===== src/rtl/srru_pkg.sv =====
// Shared types and constants for the Sun raster pixel-data unpacker.
// No dependencies; used by the interfaces and all srru modules.
package srru_pkg;

  localparam int OUT_LANES_DEFAULT = 4;
  localparam int MAX_LANES         = 4;
  localparam int RESULTS_PER_BYTE  = 64;

  localparam int BYTE_W  = 8;
  localparam int TOTAL_W = 32;
  localparam int CNT_W   = 9;   // bytes pending in a run, up to 256
  localparam int LCNT_W  = 3;   // lane_count field
  localparam int CFG_IDX_W  = 1;
  localparam int CFG_DATA_W = 32;

  localparam logic [BYTE_W-1:0] ESC_BYTE = 8'h80;
  localparam logic [BYTE_W-1:0] ZERO_BYTE = 8'h00;

  // configuration register indexes
  localparam logic [CFG_IDX_W-1:0] CFG_UNPACK_MODE  = 1'd0;
  localparam logic [CFG_IDX_W-1:0] CFG_OUTPUT_TOTAL = 1'd1;

  // unpack modes; the unused code behaves as raw copy
  localparam logic [1:0] MODE_RLE   = 2'd0;
  localparam logic [1:0] MODE_RAW   = 2'd1;
  localparam logic [1:0] MODE_RAW32 = 2'd2;

  // escape decoder phases
  localparam logic [1:0] PH_LITERAL = 2'd0;
  localparam logic [1:0] PH_ESCAPE  = 2'd1;
  localparam logic [1:0] PH_COUNT   = 2'd2;

  typedef struct packed {
    logic accept;   // input transfer this cycle
    logic emit;     // load one result into the output register
  } cmd_t;

  typedef struct packed {
    logic run_nonempty;  // the byte being offered yields at least one output byte
    logic run_last;      // pending run fits in one result
  } stat_t;

endpackage


===== src/rtl/srru_if.sv =====
// Valid/ready channels for input bytes and packed output results.
// Depends on srru_pkg for field widths.
interface srru_in_if;
  logic                         valid;
  logic                         ready;
  logic [srru_pkg::BYTE_W-1:0]  data_byte;
  logic                         start_image;
  logic                         file_end;

  modport source (output valid, data_byte, start_image, file_end, input ready);
  modport sink   (input valid, data_byte, start_image, file_end, output ready);
endinterface

interface srru_out_if;
  logic                         valid;
  logic                         ready;
  logic [srru_pkg::BYTE_W-1:0]  byte_lane0;
  logic [srru_pkg::BYTE_W-1:0]  byte_lane1;
  logic [srru_pkg::BYTE_W-1:0]  byte_lane2;
  logic [srru_pkg::BYTE_W-1:0]  byte_lane3;
  logic [srru_pkg::LCNT_W-1:0]  lane_count;
  logic                         last_of_run;
  logic                         image_done;

  modport source (output valid, byte_lane0, byte_lane1, byte_lane2, byte_lane3,
                  lane_count, last_of_run, image_done, input ready);
  modport sink   (input valid, byte_lane0, byte_lane1, byte_lane2, byte_lane3,
                  lane_count, last_of_run, image_done, output ready);
endinterface


===== src/rtl/srru_ctrl.sv =====
// Control FSM: input acceptance, run draining, output register valid.
// Depends on srru_pkg for cmd_t / stat_t.
module srru_ctrl (
  input  logic            clk_i,
  input  logic            rst_ni,
  input  logic            in_valid_i,
  output logic            in_ready_o,
  output logic            out_valid_o,
  input  logic            out_ready_i,
  input  srru_pkg::stat_t stat_i,
  output srru_pkg::cmd_t  cmd_o
);

  localparam logic ST_IDLE = 1'b0;
  localparam logic ST_RUN  = 1'b1;

  logic state_q, state_d;
  logic out_valid_q, out_valid_d;
  logic emit, accept, in_ready;

  always_comb begin
    emit     = (state_q == ST_RUN) && (!out_valid_q || out_ready_i);
    // next byte may enter on the cycle the last result of a run is loaded
    in_ready = (state_q == ST_IDLE) || (emit && stat_i.run_last);
    accept   = in_valid_i && in_ready;

    state_d = state_q;
    if (accept) begin
      state_d = stat_i.run_nonempty ? ST_RUN : ST_IDLE;
    end else if (emit && stat_i.run_last) begin
      state_d = ST_IDLE;
    end

    if (emit) begin
      out_valid_d = 1'b1;
    end else if (out_ready_i) begin
      out_valid_d = 1'b0;
    end else begin
      out_valid_d = out_valid_q;
    end
  end

  always_ff @(posedge clk_i or negedge rst_ni) begin
    if (!rst_ni) begin
      state_q     <= ST_IDLE;
      out_valid_q <= 1'b0;
    end else begin
      state_q     <= state_d;
      out_valid_q <= out_valid_d;
    end
  end

  assign in_ready_o   = in_ready;
  assign out_valid_o  = out_valid_q;
  assign cmd_o.accept = accept;
  assign cmd_o.emit   = emit;

endmodule


===== src/rtl/srru_datapath.sv =====
// Datapath: config registers, escape decoding, byte-total clamp, run counter
// and the output result register. Depends on srru_pkg.
module srru_datapath #(
  parameter int OUT_LANES = srru_pkg::OUT_LANES_DEFAULT
) (
  input  logic                             clk_i,
  input  logic                             rst_ni,
  input  logic                             cfg_we_i,
  input  logic [srru_pkg::CFG_IDX_W-1:0]   cfg_index_i,
  input  logic [srru_pkg::CFG_DATA_W-1:0]  cfg_data_i,
  input  logic [srru_pkg::BYTE_W-1:0]      data_byte_i,
  input  logic                             start_image_i,
  input  logic                             file_end_i,
  input  srru_pkg::cmd_t                   cmd_i,
  output srru_pkg::stat_t                  stat_o,
  output logic [srru_pkg::BYTE_W-1:0]      byte_lane0_o,
  output logic [srru_pkg::BYTE_W-1:0]      byte_lane1_o,
  output logic [srru_pkg::BYTE_W-1:0]      byte_lane2_o,
  output logic [srru_pkg::BYTE_W-1:0]      byte_lane3_o,
  output logic [srru_pkg::LCNT_W-1:0]      lane_count_o,
  output logic                             last_of_run_o,
  output logic                             image_done_o
);

  localparam int LANES = (OUT_LANES < 1) ? 1 :
                         (OUT_LANES > srru_pkg::MAX_LANES) ? srru_pkg::MAX_LANES : OUT_LANES;
  // longest run one byte may produce under the per-byte result limit
  localparam int MAX_RUN = srru_pkg::RESULTS_PER_BYTE * LANES;

  localparam int BW = srru_pkg::BYTE_W;
  localparam int TW = srru_pkg::TOTAL_W;
  localparam int CW = srru_pkg::CNT_W;
  localparam int LW = srru_pkg::LCNT_W;

  logic [1:0]    mode_q, mode_d;
  logic [TW-1:0] total_q, total_d;
  logic [1:0]    phase_q, phase_d;
  logic [BW-1:0] run_q, run_d;
  logic [TW-1:0] bw_q, bw_d;
  logic [1:0]    alpha_q, alpha_d;
  logic [CW-1:0] cnt_q, cnt_d;
  logic          done_q, done_d;
  logic [BW-1:0] val_q, val_d;

  logic [BW-1:0] lane_q [srru_pkg::MAX_LANES];
  logic [LW-1:0] lcnt_q;
  logic          last_q;
  logic          idone_q;

  // accept-side decode
  logic [TW-1:0] bw_eff;
  logic [1:0]    phase_eff, alpha_eff;
  logic [BW-1:0] run_eff;
  logic [TW:0]   diff;
  logic          discard;
  logic [TW-1:0] remain;
  logic [CW-1:0] n_raw, n_lim, n_fin;
  logic [BW-1:0] v_new;
  logic [1:0]    phase_new, alpha_new;
  logic [BW-1:0] run_new;
  logic          clip;

  // emit-side
  logic [LW-1:0] take;
  logic          run_last;

  always_comb begin
    bw_eff    = start_image_i ? '0 : bw_q;
    phase_eff = start_image_i ? srru_pkg::PH_LITERAL : phase_q;
    alpha_eff = start_image_i ? 2'd0 : alpha_q;
    run_eff   = start_image_i ? '0 : run_q;

    diff    = {1'b0, total_q} - {1'b0, bw_eff};
    discard = diff[TW] || (diff[TW-1:0] == '0);
    remain  = diff[TW-1:0];

    n_raw     = '0;
    v_new     = data_byte_i;
    phase_new = phase_eff;
    alpha_new = alpha_eff;
    run_new   = run_eff;

    case (mode_q)
      srru_pkg::MODE_RLE: begin
        case (phase_eff)
          srru_pkg::PH_ESCAPE: begin
            if (data_byte_i == srru_pkg::ZERO_BYTE) begin
              n_raw     = CW'(1);
              v_new     = srru_pkg::ESC_BYTE;
              phase_new = srru_pkg::PH_LITERAL;
            end else begin
              run_new   = data_byte_i;
              phase_new = srru_pkg::PH_COUNT;
            end
          end
          srru_pkg::PH_COUNT: begin
            n_raw     = {1'b0, run_eff} + CW'(1);
            phase_new = srru_pkg::PH_LITERAL;
            run_new   = '0;
          end
          default: begin
            if (data_byte_i == srru_pkg::ESC_BYTE) begin
              phase_new = srru_pkg::PH_ESCAPE;
            end else begin
              n_raw = CW'(1);
            end
          end
        endcase
        // escape cut off by end of file is dropped
        if (file_end_i && (phase_new != srru_pkg::PH_LITERAL)) begin
          phase_new = srru_pkg::PH_LITERAL;
          run_new   = '0;
        end
      end
      srru_pkg::MODE_RAW32: begin
        if (alpha_eff != 2'd0) begin
          n_raw = CW'(1);
        end
        alpha_new = alpha_eff + 2'd1;
      end
      default: begin
        n_raw = CW'(1);
      end
    endcase

    n_lim = (n_raw > CW'(MAX_RUN)) ? CW'(MAX_RUN) : n_raw;
    clip  = (remain[TW-1:CW] == '0) && (remain[CW-1:0] <= n_lim);
    n_fin = clip ? remain[CW-1:0] : n_lim;

    take     = (cnt_q < CW'(LANES)) ? cnt_q[LW-1:0] : LW'(LANES);
    run_last = (cnt_q == CW'(take));
  end

  assign stat_o.run_nonempty = !discard && (n_fin != '0);
  assign stat_o.run_last     = run_last;

  always_comb begin
    mode_d  = mode_q;
    total_d = total_q;
    if (cfg_we_i) begin
      case (cfg_index_i)
        srru_pkg::CFG_UNPACK_MODE:  mode_d  = cfg_data_i[1:0];
        srru_pkg::CFG_OUTPUT_TOTAL: total_d = cfg_data_i[TW-1:0];
        default: ;
      endcase
    end

    phase_d = phase_q;
    run_d   = run_q;
    alpha_d = alpha_q;
    bw_d    = bw_q;
    cnt_d   = cnt_q;
    done_d  = done_q;
    val_d   = val_q;

    if (cmd_i.emit) begin
      cnt_d = cnt_q - CW'(take);
    end

    if (cmd_i.accept) begin
      phase_d = phase_eff;
      run_d   = run_eff;
      alpha_d = alpha_eff;
      bw_d    = bw_eff;
      cnt_d   = '0;
      if (!discard) begin
        phase_d = phase_new;
        run_d   = run_new;
        alpha_d = alpha_new;
        bw_d    = bw_eff + TW'(n_fin);
        cnt_d   = n_fin;
        done_d  = clip;
        val_d   = v_new;
      end
    end
  end

  always_ff @(posedge clk_i or negedge rst_ni) begin
    if (!rst_ni) begin
      mode_q  <= srru_pkg::MODE_RLE;
      total_q <= '0;
      phase_q <= srru_pkg::PH_LITERAL;
      run_q   <= '0;
      alpha_q <= 2'd0;
      bw_q    <= '0;
      cnt_q   <= '0;
      done_q  <= 1'b0;
    end else begin
      mode_q  <= mode_d;
      total_q <= total_d;
      phase_q <= phase_d;
      run_q   <= run_d;
      alpha_q <= alpha_d;
      bw_q    <= bw_d;
      cnt_q   <= cnt_d;
      done_q  <= done_d;
    end
  end

  // payload registers, no reset
  always_ff @(posedge clk_i) begin
    val_q <= val_d;
    if (cmd_i.emit) begin
      for (int j = 0; j < srru_pkg::MAX_LANES; j++) begin
        lane_q[j] <= (LW'(j) < take) ? val_q : '0;
      end
      lcnt_q  <= take;
      last_q  <= run_last;
      idone_q <= run_last && done_q;
    end
  end

  assign byte_lane0_o  = lane_q[0];
  assign byte_lane1_o  = lane_q[1];
  assign byte_lane2_o  = lane_q[2];
  assign byte_lane3_o  = lane_q[3];
  assign lane_count_o  = lcnt_q;
  assign last_of_run_o = last_q;
  assign image_done_o  = idone_q;

endmodule


===== src/rtl/sun_raster_rle_unpacker_core.sv =====
// Sun raster pixel-data unpacker, top level. Uses srru_pkg, srru_if, srru_ctrl, srru_datapath.
// A byte's first result is loaded and made valid after the control FSM enters its run state.
// Throughput: one result per cycle from the run counter unless the output stalls; a byte
// yielding n output bytes holds input until its last result loads; literals stream 1/cycle.
// Reset (async, active low) clears config, decoder state, byte count and output valid.
module sun_raster_rle_unpacker_core #(
  parameter int OUT_LANES = srru_pkg::OUT_LANES_DEFAULT
) (
  input  logic                             clk_i,
  input  logic                             rst_ni,
  input  logic                             cfg_we_i,
  input  logic [srru_pkg::CFG_IDX_W-1:0]   cfg_index_i,
  input  logic [srru_pkg::CFG_DATA_W-1:0]  cfg_data_i,
  srru_in_if.sink                          in_i,
  srru_out_if.source                       out_o
);

  srru_pkg::cmd_t  cmd;
  srru_pkg::stat_t stat;

  srru_ctrl u_ctrl (
    .clk_i       (clk_i),
    .rst_ni      (rst_ni),
    .in_valid_i  (in_i.valid),
    .in_ready_o  (in_i.ready),
    .out_valid_o (out_o.valid),
    .out_ready_i (out_o.ready),
    .stat_i      (stat),
    .cmd_o       (cmd)
  );

  srru_datapath #(
    .OUT_LANES (OUT_LANES)
  ) u_datapath (
    .clk_i         (clk_i),
    .rst_ni        (rst_ni),
    .cfg_we_i      (cfg_we_i),
    .cfg_index_i   (cfg_index_i),
    .cfg_data_i    (cfg_data_i),
    .data_byte_i   (in_i.data_byte),
    .start_image_i (in_i.start_image),
    .file_end_i    (in_i.file_end),
    .cmd_i         (cmd),
    .stat_o        (stat),
    .byte_lane0_o  (out_o.byte_lane0),
    .byte_lane1_o  (out_o.byte_lane1),
    .byte_lane2_o  (out_o.byte_lane2),
    .byte_lane3_o  (out_o.byte_lane3),
    .lane_count_o  (out_o.lane_count),
    .last_of_run_o (out_o.last_of_run),
    .image_done_o  (out_o.image_done)
  );

endmodule

===== src/flat_wrapper.sv =====
// flat-port wrapper written by rule: the top's interface ports become plain ports
module sun_raster_rle_unpacker_core_flat 
#(
  parameter int OUT_LANES = srru_pkg::OUT_LANES_DEFAULT
)
  (clk_i, rst_ni, cfg_we_i, cfg_index_i, cfg_data_i, in_i_valid, in_i_data_byte, in_i_start_image, in_i_file_end, in_i_ready, out_o_valid, out_o_byte_lane0, out_o_byte_lane1, out_o_byte_lane2, out_o_byte_lane3, out_o_lane_count, out_o_last_of_run, out_o_image_done, out_o_ready);
  srru_in_if in_i_i ();
  srru_out_if out_o_i ();
  input  logic clk_i;
  input  logic rst_ni;
  input  logic cfg_we_i;
  input  logic [srru_pkg::CFG_IDX_W-1:0] cfg_index_i;
  input  logic [srru_pkg::CFG_DATA_W-1:0] cfg_data_i;
  input wire logic [$bits(in_i_i.valid)-1:0] in_i_valid;
  input wire logic [$bits(in_i_i.data_byte)-1:0] in_i_data_byte;
  input wire logic [$bits(in_i_i.start_image)-1:0] in_i_start_image;
  input wire logic [$bits(in_i_i.file_end)-1:0] in_i_file_end;
  output wire logic [$bits(in_i_i.ready)-1:0] in_i_ready;
  output wire logic [$bits(out_o_i.valid)-1:0] out_o_valid;
  output wire logic [$bits(out_o_i.byte_lane0)-1:0] out_o_byte_lane0;
  output wire logic [$bits(out_o_i.byte_lane1)-1:0] out_o_byte_lane1;
  output wire logic [$bits(out_o_i.byte_lane2)-1:0] out_o_byte_lane2;
  output wire logic [$bits(out_o_i.byte_lane3)-1:0] out_o_byte_lane3;
  output wire logic [$bits(out_o_i.lane_count)-1:0] out_o_lane_count;
  output wire logic [$bits(out_o_i.last_of_run)-1:0] out_o_last_of_run;
  output wire logic [$bits(out_o_i.image_done)-1:0] out_o_image_done;
  input wire logic [$bits(out_o_i.ready)-1:0] out_o_ready;
  assign in_i_i.valid = in_i_valid;
  assign in_i_i.data_byte = in_i_data_byte;
  assign in_i_i.start_image = in_i_start_image;
  assign in_i_i.file_end = in_i_file_end;
  assign in_i_ready = in_i_i.ready;
  assign out_o_valid = out_o_i.valid;
  assign out_o_byte_lane0 = out_o_i.byte_lane0;
  assign out_o_byte_lane1 = out_o_i.byte_lane1;
  assign out_o_byte_lane2 = out_o_i.byte_lane2;
  assign out_o_byte_lane3 = out_o_i.byte_lane3;
  assign out_o_lane_count = out_o_i.lane_count;
  assign out_o_last_of_run = out_o_i.last_of_run;
  assign out_o_image_done = out_o_i.image_done;
  assign out_o_i.ready = out_o_ready;
  sun_raster_rle_unpacker_core #(.OUT_LANES(OUT_LANES)) u_core (.clk_i(clk_i), .rst_ni(rst_ni), .cfg_we_i(cfg_we_i), .cfg_index_i(cfg_index_i), .cfg_data_i(cfg_data_i), .in_i(in_i_i), .out_o(out_o_i));
endmodule

===== config.mk =====
export PLATFORM = sky130hd
export DESIGN_NAME = sun_raster_rle_unpacker_core_flat
export DESIGN_NICKNAME = d
export VERILOG_FILES = /design/src/rtl/srru_pkg.sv /design/src/rtl/srru_if.sv /design/src/rtl/srru_ctrl.sv /design/src/rtl/srru_datapath.sv /design/src/rtl/sun_raster_rle_unpacker_core.sv /design/src/flat_wrapper.sv
export SDC_FILE = /design/constraint.sdc
export NUM_CORES = 1
export LEC_CHECK = 0
export ABC_AREA = 1
export BUFFER_PORTS_ARGS = -buffer_cell sky130_fd_sc_hd__buf_2
export CORE_ASPECT_RATIO = 1.5
export CORE_MARGIN = 1.5
export CORE_UTILIZATION = 51
export DETAILED_ROUTE_END_ITERATION = 10
export PLACE_DENSITY_LB_ADDON = 0.08
export SLEW_MARGIN = 15
export SYNTH_ARGS = -nofsm -noshare
export SYNTH_HDL_FRONTEND = slang
export SYNTH_SLANG_ARGS = --single-unit

===== constraint.sdc =====
create_clock -name clk_i -period 5.65 [get_ports clk_i]
set_clock_uncertainty 0.05 [all_clocks]
set_input_delay 0.565 -clock clk_i [delete_from_list [all_inputs] [get_ports clk_i]]
set_output_delay 0.565 -clock clk_i [all_outputs]
set_load 0.01 [all_outputs]

* After elaboration in Yosys (flattened, before gate mapping)
Memory sizes are Yosys's and may differ from the RTL's.
Cells that the tools add are included.
** Storage, ports and cells
- Register bits :: 103
- Memory bits (writable) :: 32
- Input bits :: 48
- Output and inout port bits :: 39
- Word-level logic and storage cells :: 104
- Memories kept :: 1
** Memory list
- u_core.u_datapath.lane_q :: words 4, width 8, read ports 4, clocked after Yosys merged registers in 0, write ports 4, RTL line srru_datapath.sv:45 : logic [BW-1:0] lane_q [srru_pkg::MAX_LANES];
** Cells by class
- $add $sub $neg :: 5
- Order comparisons :: 7
- Eq/ne operators :: 5
- Multiplexer cells :: 44
- Bitwise logic cells :: 3
- Reductions and logical operators :: 25
** Operators by type and width (count)
- $mux W8 :: 12
- $mux W32 :: 2
- $mux W9 :: 5
- $pmux W9 S2 :: 2
- $sub A32 B32 Y33 :: 1
- $add A32 B9 Y32 :: 1
- $logic_not A32 Y1 :: 1
- $logic_not A23 Y1 :: 1
- $mux W2 :: 10
- $pmux W8 S2 :: 1
- $mux W1 :: 10
- $reduce_bool A2 Y1 :: 5
- $add A8 B1 Y9 const B :: 1
- $eq A9 B3 Y1 :: 1
- $gt A9 B9 Y1 const B :: 1
- $le A9 B9 Y1 :: 1
- $lt A9 B3 Y1 const B :: 1
- $reduce_bool A9 Y1 :: 1
- $sub A9 B3 Y9 :: 1
- $eq A8 B8 Y1 const B :: 1
- $logic_not A8 Y1 :: 1
- $logic_and A1 B1 Y1 :: 7
- $lt A1 B3 Y1 const A :: 2
- $lt A2 B3 Y1 const A :: 2
- 10 further kinds :: 18

* Logic depth before layout (Yosys ltp)
- Depth after elaboration :: 13
- Mapped depth :: 46
- Gate-level depth less buffers :: 43

* Cells and area by module
A second synthesis with hierarchy kept.
** Unflattened totals
- Cells, all modules :: 1611
- Area total of the unflattened synthesis :: 10751.6 µm²
** By module, submodules not included
- srru_datapath :: instances 1, cells an instance 1596, area an instance 10628.9 µm², seq. area each 3553.4 µm²
- srru_ctrl :: instances 1, cells an instance 15, area an instance 122.6 µm², seq. area each 50.0 µm²

* Least setup slack after synthesis
Ideal clock, no wire load.
- Kind :: in2reg
- Start :: in in_i_start_image
- End :: reg u_core.u_datapath.bw_q[31]
- Setup time :: 0.117 ns
- Data arrival time :: 5.761 ns
- Data required time :: 5.483 ns
- Path slack :: -0.278 ns
- Cell stages on the path :: 39
- Buffers on the path :: 4
- Cells stage by stage :: buf_2 > buf_1 > buf_1 > nor2_1 > ha_1 > inv_1 > fa_1 > nand3_1 > nand3_2 > nand2_1 > nand2_1 > xnor2_1 > inv_1 > ha_1 > nand2_1 > nor4b_1 > nand2_1 > o21ai_0 > (+3 left out) > nor2_8 > nand2_4 > buf_6 > o21ai_2 > inv_1 > ha_1 > nand2_1 > nor4_1 > a21oi_1 > nor2_1 > nand2_1 > nor3_2 > nand3_1 > xor2_1 > nand2_1 > o21ai_1 > nand2_1 > nand2_1
** Between the ends
- Cells in the longest elaborated chain, start to end :: 11
- Elaborated cells between the ends (all ways) :: 22
- Those cells by class :: 3 x add/sub; 2 x order compare; 2 x eq/ne; 10 x mux; 5 x reduce/logical
** RTL lines
- from (decl) :: RTL line flat_wrapper.sv:16 : input wire logic [$bits(in_i_i.start_image)-1:0] in_i_start_image;
- $mux W8, or another cell as far along :: RTL line srru_datapath.sv:71 : run_eff = start_image_i ? '0 : run_q;
- $add A8 B1 Y9, or another cell as far along :: RTL line srru_datapath.sv:97 : n_raw = {1'b0, run_eff} + CW'(1);
- $pmux W9 S2 or $mux W1 (tied branches) :: RTL line srru_datapath.sv:85, srru_datapath.sv:116
- $pmux W9 S2 :: RTL line srru_datapath.sv:83 : case (mode_q)
- $gt A9 B9 Y1 :: RTL line srru_datapath.sv:126 : n_lim = (n_raw > CW'(MAX_RUN)) ? CW'(MAX_RUN) : n_raw;
- $mux W9 :: RTL line srru_datapath.sv:126
- $le A9 B9 Y1 :: RTL line srru_datapath.sv:127 : clip = (remain[TW-1:CW] == '0) && (remain[CW-1:0] <= n_lim);
- $logic_and A1 B1 Y1 :: RTL line srru_datapath.sv:127
- $mux W9 :: RTL line srru_datapath.sv:128 : n_fin = clip ? remain[CW-1:0] : n_lim;
- $add A32 B9 Y32 :: RTL line srru_datapath.sv:170 : bw_d = bw_eff + TW'(n_fin);
- $mux W32 * :: RTL line srru_datapath.sv:166 : if (!discard) begin
- to (signal assigned) :: RTL line srru_datapath.sv:194 : bw_q <= bw_d;
- to (decl) :: RTL line srru_datapath.sv:39 : logic [TW-1:0] bw_q, bw_d;
Mark *: on every way between the ends. The rest lies on a longest branch, timed or not.
A chain may end at the register's enable or synchronous reset.

* Final worst setup path
- Start :: in in_i_start_image
- End :: reg u_core.u_datapath.bw_q[28]
Same word-level chain as after synthesis.

==> impl_metrics.py <==
metrics = {
    "routing": {
        "first_pass_iters": 7,
        "ant_nets": 0,
        "avgRoutedWirePerCell_um": 16.0,
        "drc_errors": 0,
        "drtIter0Drc": 585,
        "routed_wl_um": 32900,
        "drt-vias-per-instance": 5.12,
        "dr_total_vias": 10600,
    },
    "logic_synthesis": {
        "synth_enable_flop_cells": 45,
        "synthCells": 1561,
        "yosysTopAreaCell": "dfrtp_1",
        "synth_top_area_share_pct": 21.3,
        "ys_warn_count": 0,
        "ys_seq_area_share_pct": 34.1,
        "ys_ff_latch": 135,
        "syn_area_per_cell_um2": 6.77,
        "async_reset_ff_share_pct": 66.7,
        "synth_cell_types": 49,
        "syn_area_um2": 10600,
        "syn-num-nets": 1666,
        "synth-main-ff-cell": "dfrtp_1",
        "ys_top_cells_by_area": "dfrtp_1, nand2_1, edfxtp_1",
    },
    "global_routing": {
        "grt_pass1_vias": 10200,
        "grt_usage_pct": 31.5,
        "grt_max_degree": 54,
        "grt_pass1_wl_um": 51500,
        "overflow": 0,
        "grt_antenna_before_repair": 0,
    },
    "worst_setup_path": {
        "ff2ff_setup_slack_ns": 0.40,
        "crit_top_cell": "nand2_1",
        "r2r_cells": 38,
        "worstPathMaxFanout": 10,
        "timing.rr.end": "u_core.u_datapath.bw_q[28]$_DFFE_PN0P_",
        "cp-start-kind": "primary input",
        "critPathLaunch": "in_i_start_image",
        "required_ns": 5.98,
        "crit_slowest_cell": "ha_1",
        "worstSetupPathType": "primary input to flop",
        "rr_startpoint": "u_core.u_datapath.bw_q[0]$_DFFE_PN0P_",
        "cpPeakStageDelay_ns": 0.32,
        "worstPathArrival_ns": 5.61,
        "worst_setup_path_end_kind": "flop",
    },
    "timing": {
        "hold_viol": 0,
        "relSlewSlack_pct": 24.9,
        "min_period_ns": 5.28,
        "worst_slew_pin_slew_ns": 1.12,
        "setup_viol": 0,
        "slew_viol_final": 0,
        "finalWorstSetupSlack_ns": 0.370,
        "fmax_ghz": 0.189,
        "finalCritPeriodShare_pct": 93.5,
    },
    "run": {
        "drv_cap": 0,
    },
    "finish": {
        "antennaDiodeCount": 0,
        "fillers": 1880,
        "area_delta_synth_final_pct": 25.2,
        "drive_above_1_share_pct": 22.4,
        "design_area_um2": 13200,
        "instances_no_fill": 2060,
        "nets": 1888,
    },
    "placement": {
        "dp_hpwl_um": 26300,
        "place_congestion": 0.976,
        "dpl_cell_area_um2": 12400,
        "pre_cts_ws_ns": -0.315,
        "portBuffers": 86,
        "placedCellCount": 2024,
    },
    "clock_tree": {
        "postCtsHoldBufs": 0,
        "clockBufferDepth": 2,
        "clock_sinks": 135,
        "cts_tree": "yes",
        "cts_buffers": 17,
        "path_clk_slew_ns": 0.06,
        "htreeDepth": 4,
        "root_buffer": "clkbuf_16",
        "insertion_delay_ns": 0.46,
    },
    "power_and_ir_drop": {
        "power.density_nw_per_um2": 274,
        "p_leak_nw": 6.96,
        "peakVddDrop_mv": 0.212,
    },
    "floorplan": {
        "core_um2": 20300,
        "pin_count": 87,
        "dieArea_um2": 21600,
        "die_x_um": 121,
        "die_h_um": 179,
        "start_util_pct": 52.0,
        "num_rows": 64,
    },
    "min_path": {
        "hp-class": "primary input to asynchronous set/reset pin",
    },
    "status": {
        "status": "completed",
    },
}
[report_power, final]
| part | leakage, nW | switching, mW | internal, mW | total [mW] |
|---|---|---|---|---|
| registers | 1.44 | 0.0581 | 1.09 | 1.15 |
| clock network | 0.294 | 0.485 | 0.700 | 1.18 |
| logic | 5.23 | 0.769 | 0.520 | 1.29 |
| total | 6.96 | 1.31 | 2.31 | 3.62 |
[registers in the layout, indices dropped and copies added, names as in the netlist]
register	cells
u_core.u_ctrl.state_q	1
u_core.u_datapath.image_done_o	1
u_core.u_datapath.total_q	32
u_core.u_datapath.cnt_q	9
u_core.u_datapath.alpha_q	2
u_core.u_datapath.bw_q	32
u_core.u_datapath.run_q	8
u_core.u_datapath.done_q	1
u_core.u_datapath.last_of_run_o	1
u_core.u_datapath.mode_q	2
u_core.u_datapath.phase_q	2
u_core.u_datapath.lane_count_o	3
u_core.u_ctrl.out_valid_o	1
u_core.u_datapath.lane_q	32
u_core.u_datapath.val_q	8
[area by class of cell]
type	count	area (µm²)	area share (%)
clock buffer	19	433	3.27
clock inverter	13	171	1.30
inverter	300	1130	8.51
multi-input combinational	1093	6000	45.3
sequential	135	3600	27.2
tap	264	330	2.50
timing repair buffer	236	1570	11.9
[synth_stat cells (4+ instances only)]
cell,count
inv_2,16
mux2_2,30
o21ai_1,15
nand4_1,20
nor4_1,7
clkbuf_1,17
edfxtp_1,45
nand3_2,4
nor3_1,13
nand3b_1,8
nand2_1,455
o21ai_0,66
nor2_2,13
ha_1,55
a31oi_1,5
a22oi_1,5
a21oi_1,46
nand3_1,77
buf_1,5
inv_1,282
nor2_1,185
xnor2_1,8
nand2_2,8
buf_2,7
xor2_1,34
o22ai_1,8
dfrtp_1,90
[repair_timing]
item,4_1_cts,5_1_grt
gates resized for setup,0,52
hold endpoints to repair,0,0
setup buffers,0,4
setup endpoints to repair,0,26
[worst max-delay path by stage]
stage	endpoint	slack [ns]
after floorplan	u_core.u_datapath.bw_q[31]$_DFFE_PN0P_	0.0007
after global placement	u_core.u_datapath.bw_q[28]$_DFFE_PN0P_	-0.17
after detailed placement	u_core.u_datapath.bw_q[31]$_DFFE_PN0P_	-0.31
after CTS	u_core.u_datapath.bw_q[31]$_DFFE_PN0P_	0.1
after global routing	u_core.u_datapath.bw_q[28]$_DFFE_PN0P_	-0.02
final	u_core.u_datapath.bw_q[28]$_DFFE_PN0P_	0.37
[worst max-delay path: cells and delay by family]
family                   cells  cell delay (ns)
AO/OA/AOI/OAI                6             0.69
XOR/XNOR                     2             0.34
adder cells (fa/ha/maj)      2             0.57
buffers and inverters        8             1.07
AND/OR/NAND/NOR             21             2.36
[kinds of logic (layout without fill, tap and decap cells)]
family                     Yosys count  in the layout  share of synthesized area, %
muxes                               30             30                          3.20
and+or+nand+nor                    807            807                          32.3
AOI/OAI and AO/OA                  156            156                          7.94
adders and majority gates           57             57                          6.89
other                                1              1                        0.0355
buffers and inverters              333            568                          12.1
xor gates and xnor gates            42             42                          3.48
DFF                                135            135                          34.1
[cells in the final DEF, fill, tap and decap left out, types with 6 or more instances in the layout]
| cell | netlist | layout |
|---|---|---|
| nand2_1 | 455 | 446 |
| xor2_1 | 34 | 34 |
| nor3_1 | 13 | 10 |
| nor2_2 | 13 | 22 |
| ha_1 | 55 | 46 |
| nor2_4 | 3 | 6 |
| nand3b_1 | 8 | 8 |
| o22ai_1 | 8 | 8 |
| nor4_1 | 7 | 6 |
| ha_4 | 0 | 7 |
| nor2_1 | 185 | 173 |
| mux2_2 | 30 | 30 |
| inv_2 | 16 | 17 |
| inv_1 | 282 | 281 |
| edfxtp_1 | 45 | 45 |
| buf_4 | 2 | 150 |
| nand3_1 | 77 | 75 |
| buf_2 | 7 | 85 |
| o21ai_0 | 66 | 61 |
| a21oi_2 | 0 | 6 |
| a21oi_1 | 46 | 39 |
| nand2_2 | 8 | 17 |
| o21ai_1 | 15 | 19 |
| clkbuf_16 | 0 | 17 |
| nand4_1 | 20 | 20 |
| dfrtp_1 | 90 | 90 |
[through the flow]
step	TNS, ns	hold slack (ns)	power (mW)	util (%)
final	0	0.0302	3.62	65.1
after global routing	-0.0337	0.0627	3.83	65.1
after floorplan	0	0.219	1.94	-
after global placement	-1.66	0.408	2.37	60.8
after CTS	0	0.0486	3.57	63.8
after detailed placement	-4.25	0.430	2.39	60.8
[per-layer routing]
layer | vias to the layer above | routed length, µm | share of wire [%] | GRT usage [%]
met5 | - | 0 | 0 | 0
met3 | 128 | 1210 | 3.7 | 4.87
met2 | 322 | 17400 | 53 | 59.1
met4 | 0 | 2710 | 8.2 | 24.0
li1 | 5318 | - | - | -
met1 | 4789 | 11600 | 35 | 30.8
Power figures use the tool's default switching activity.
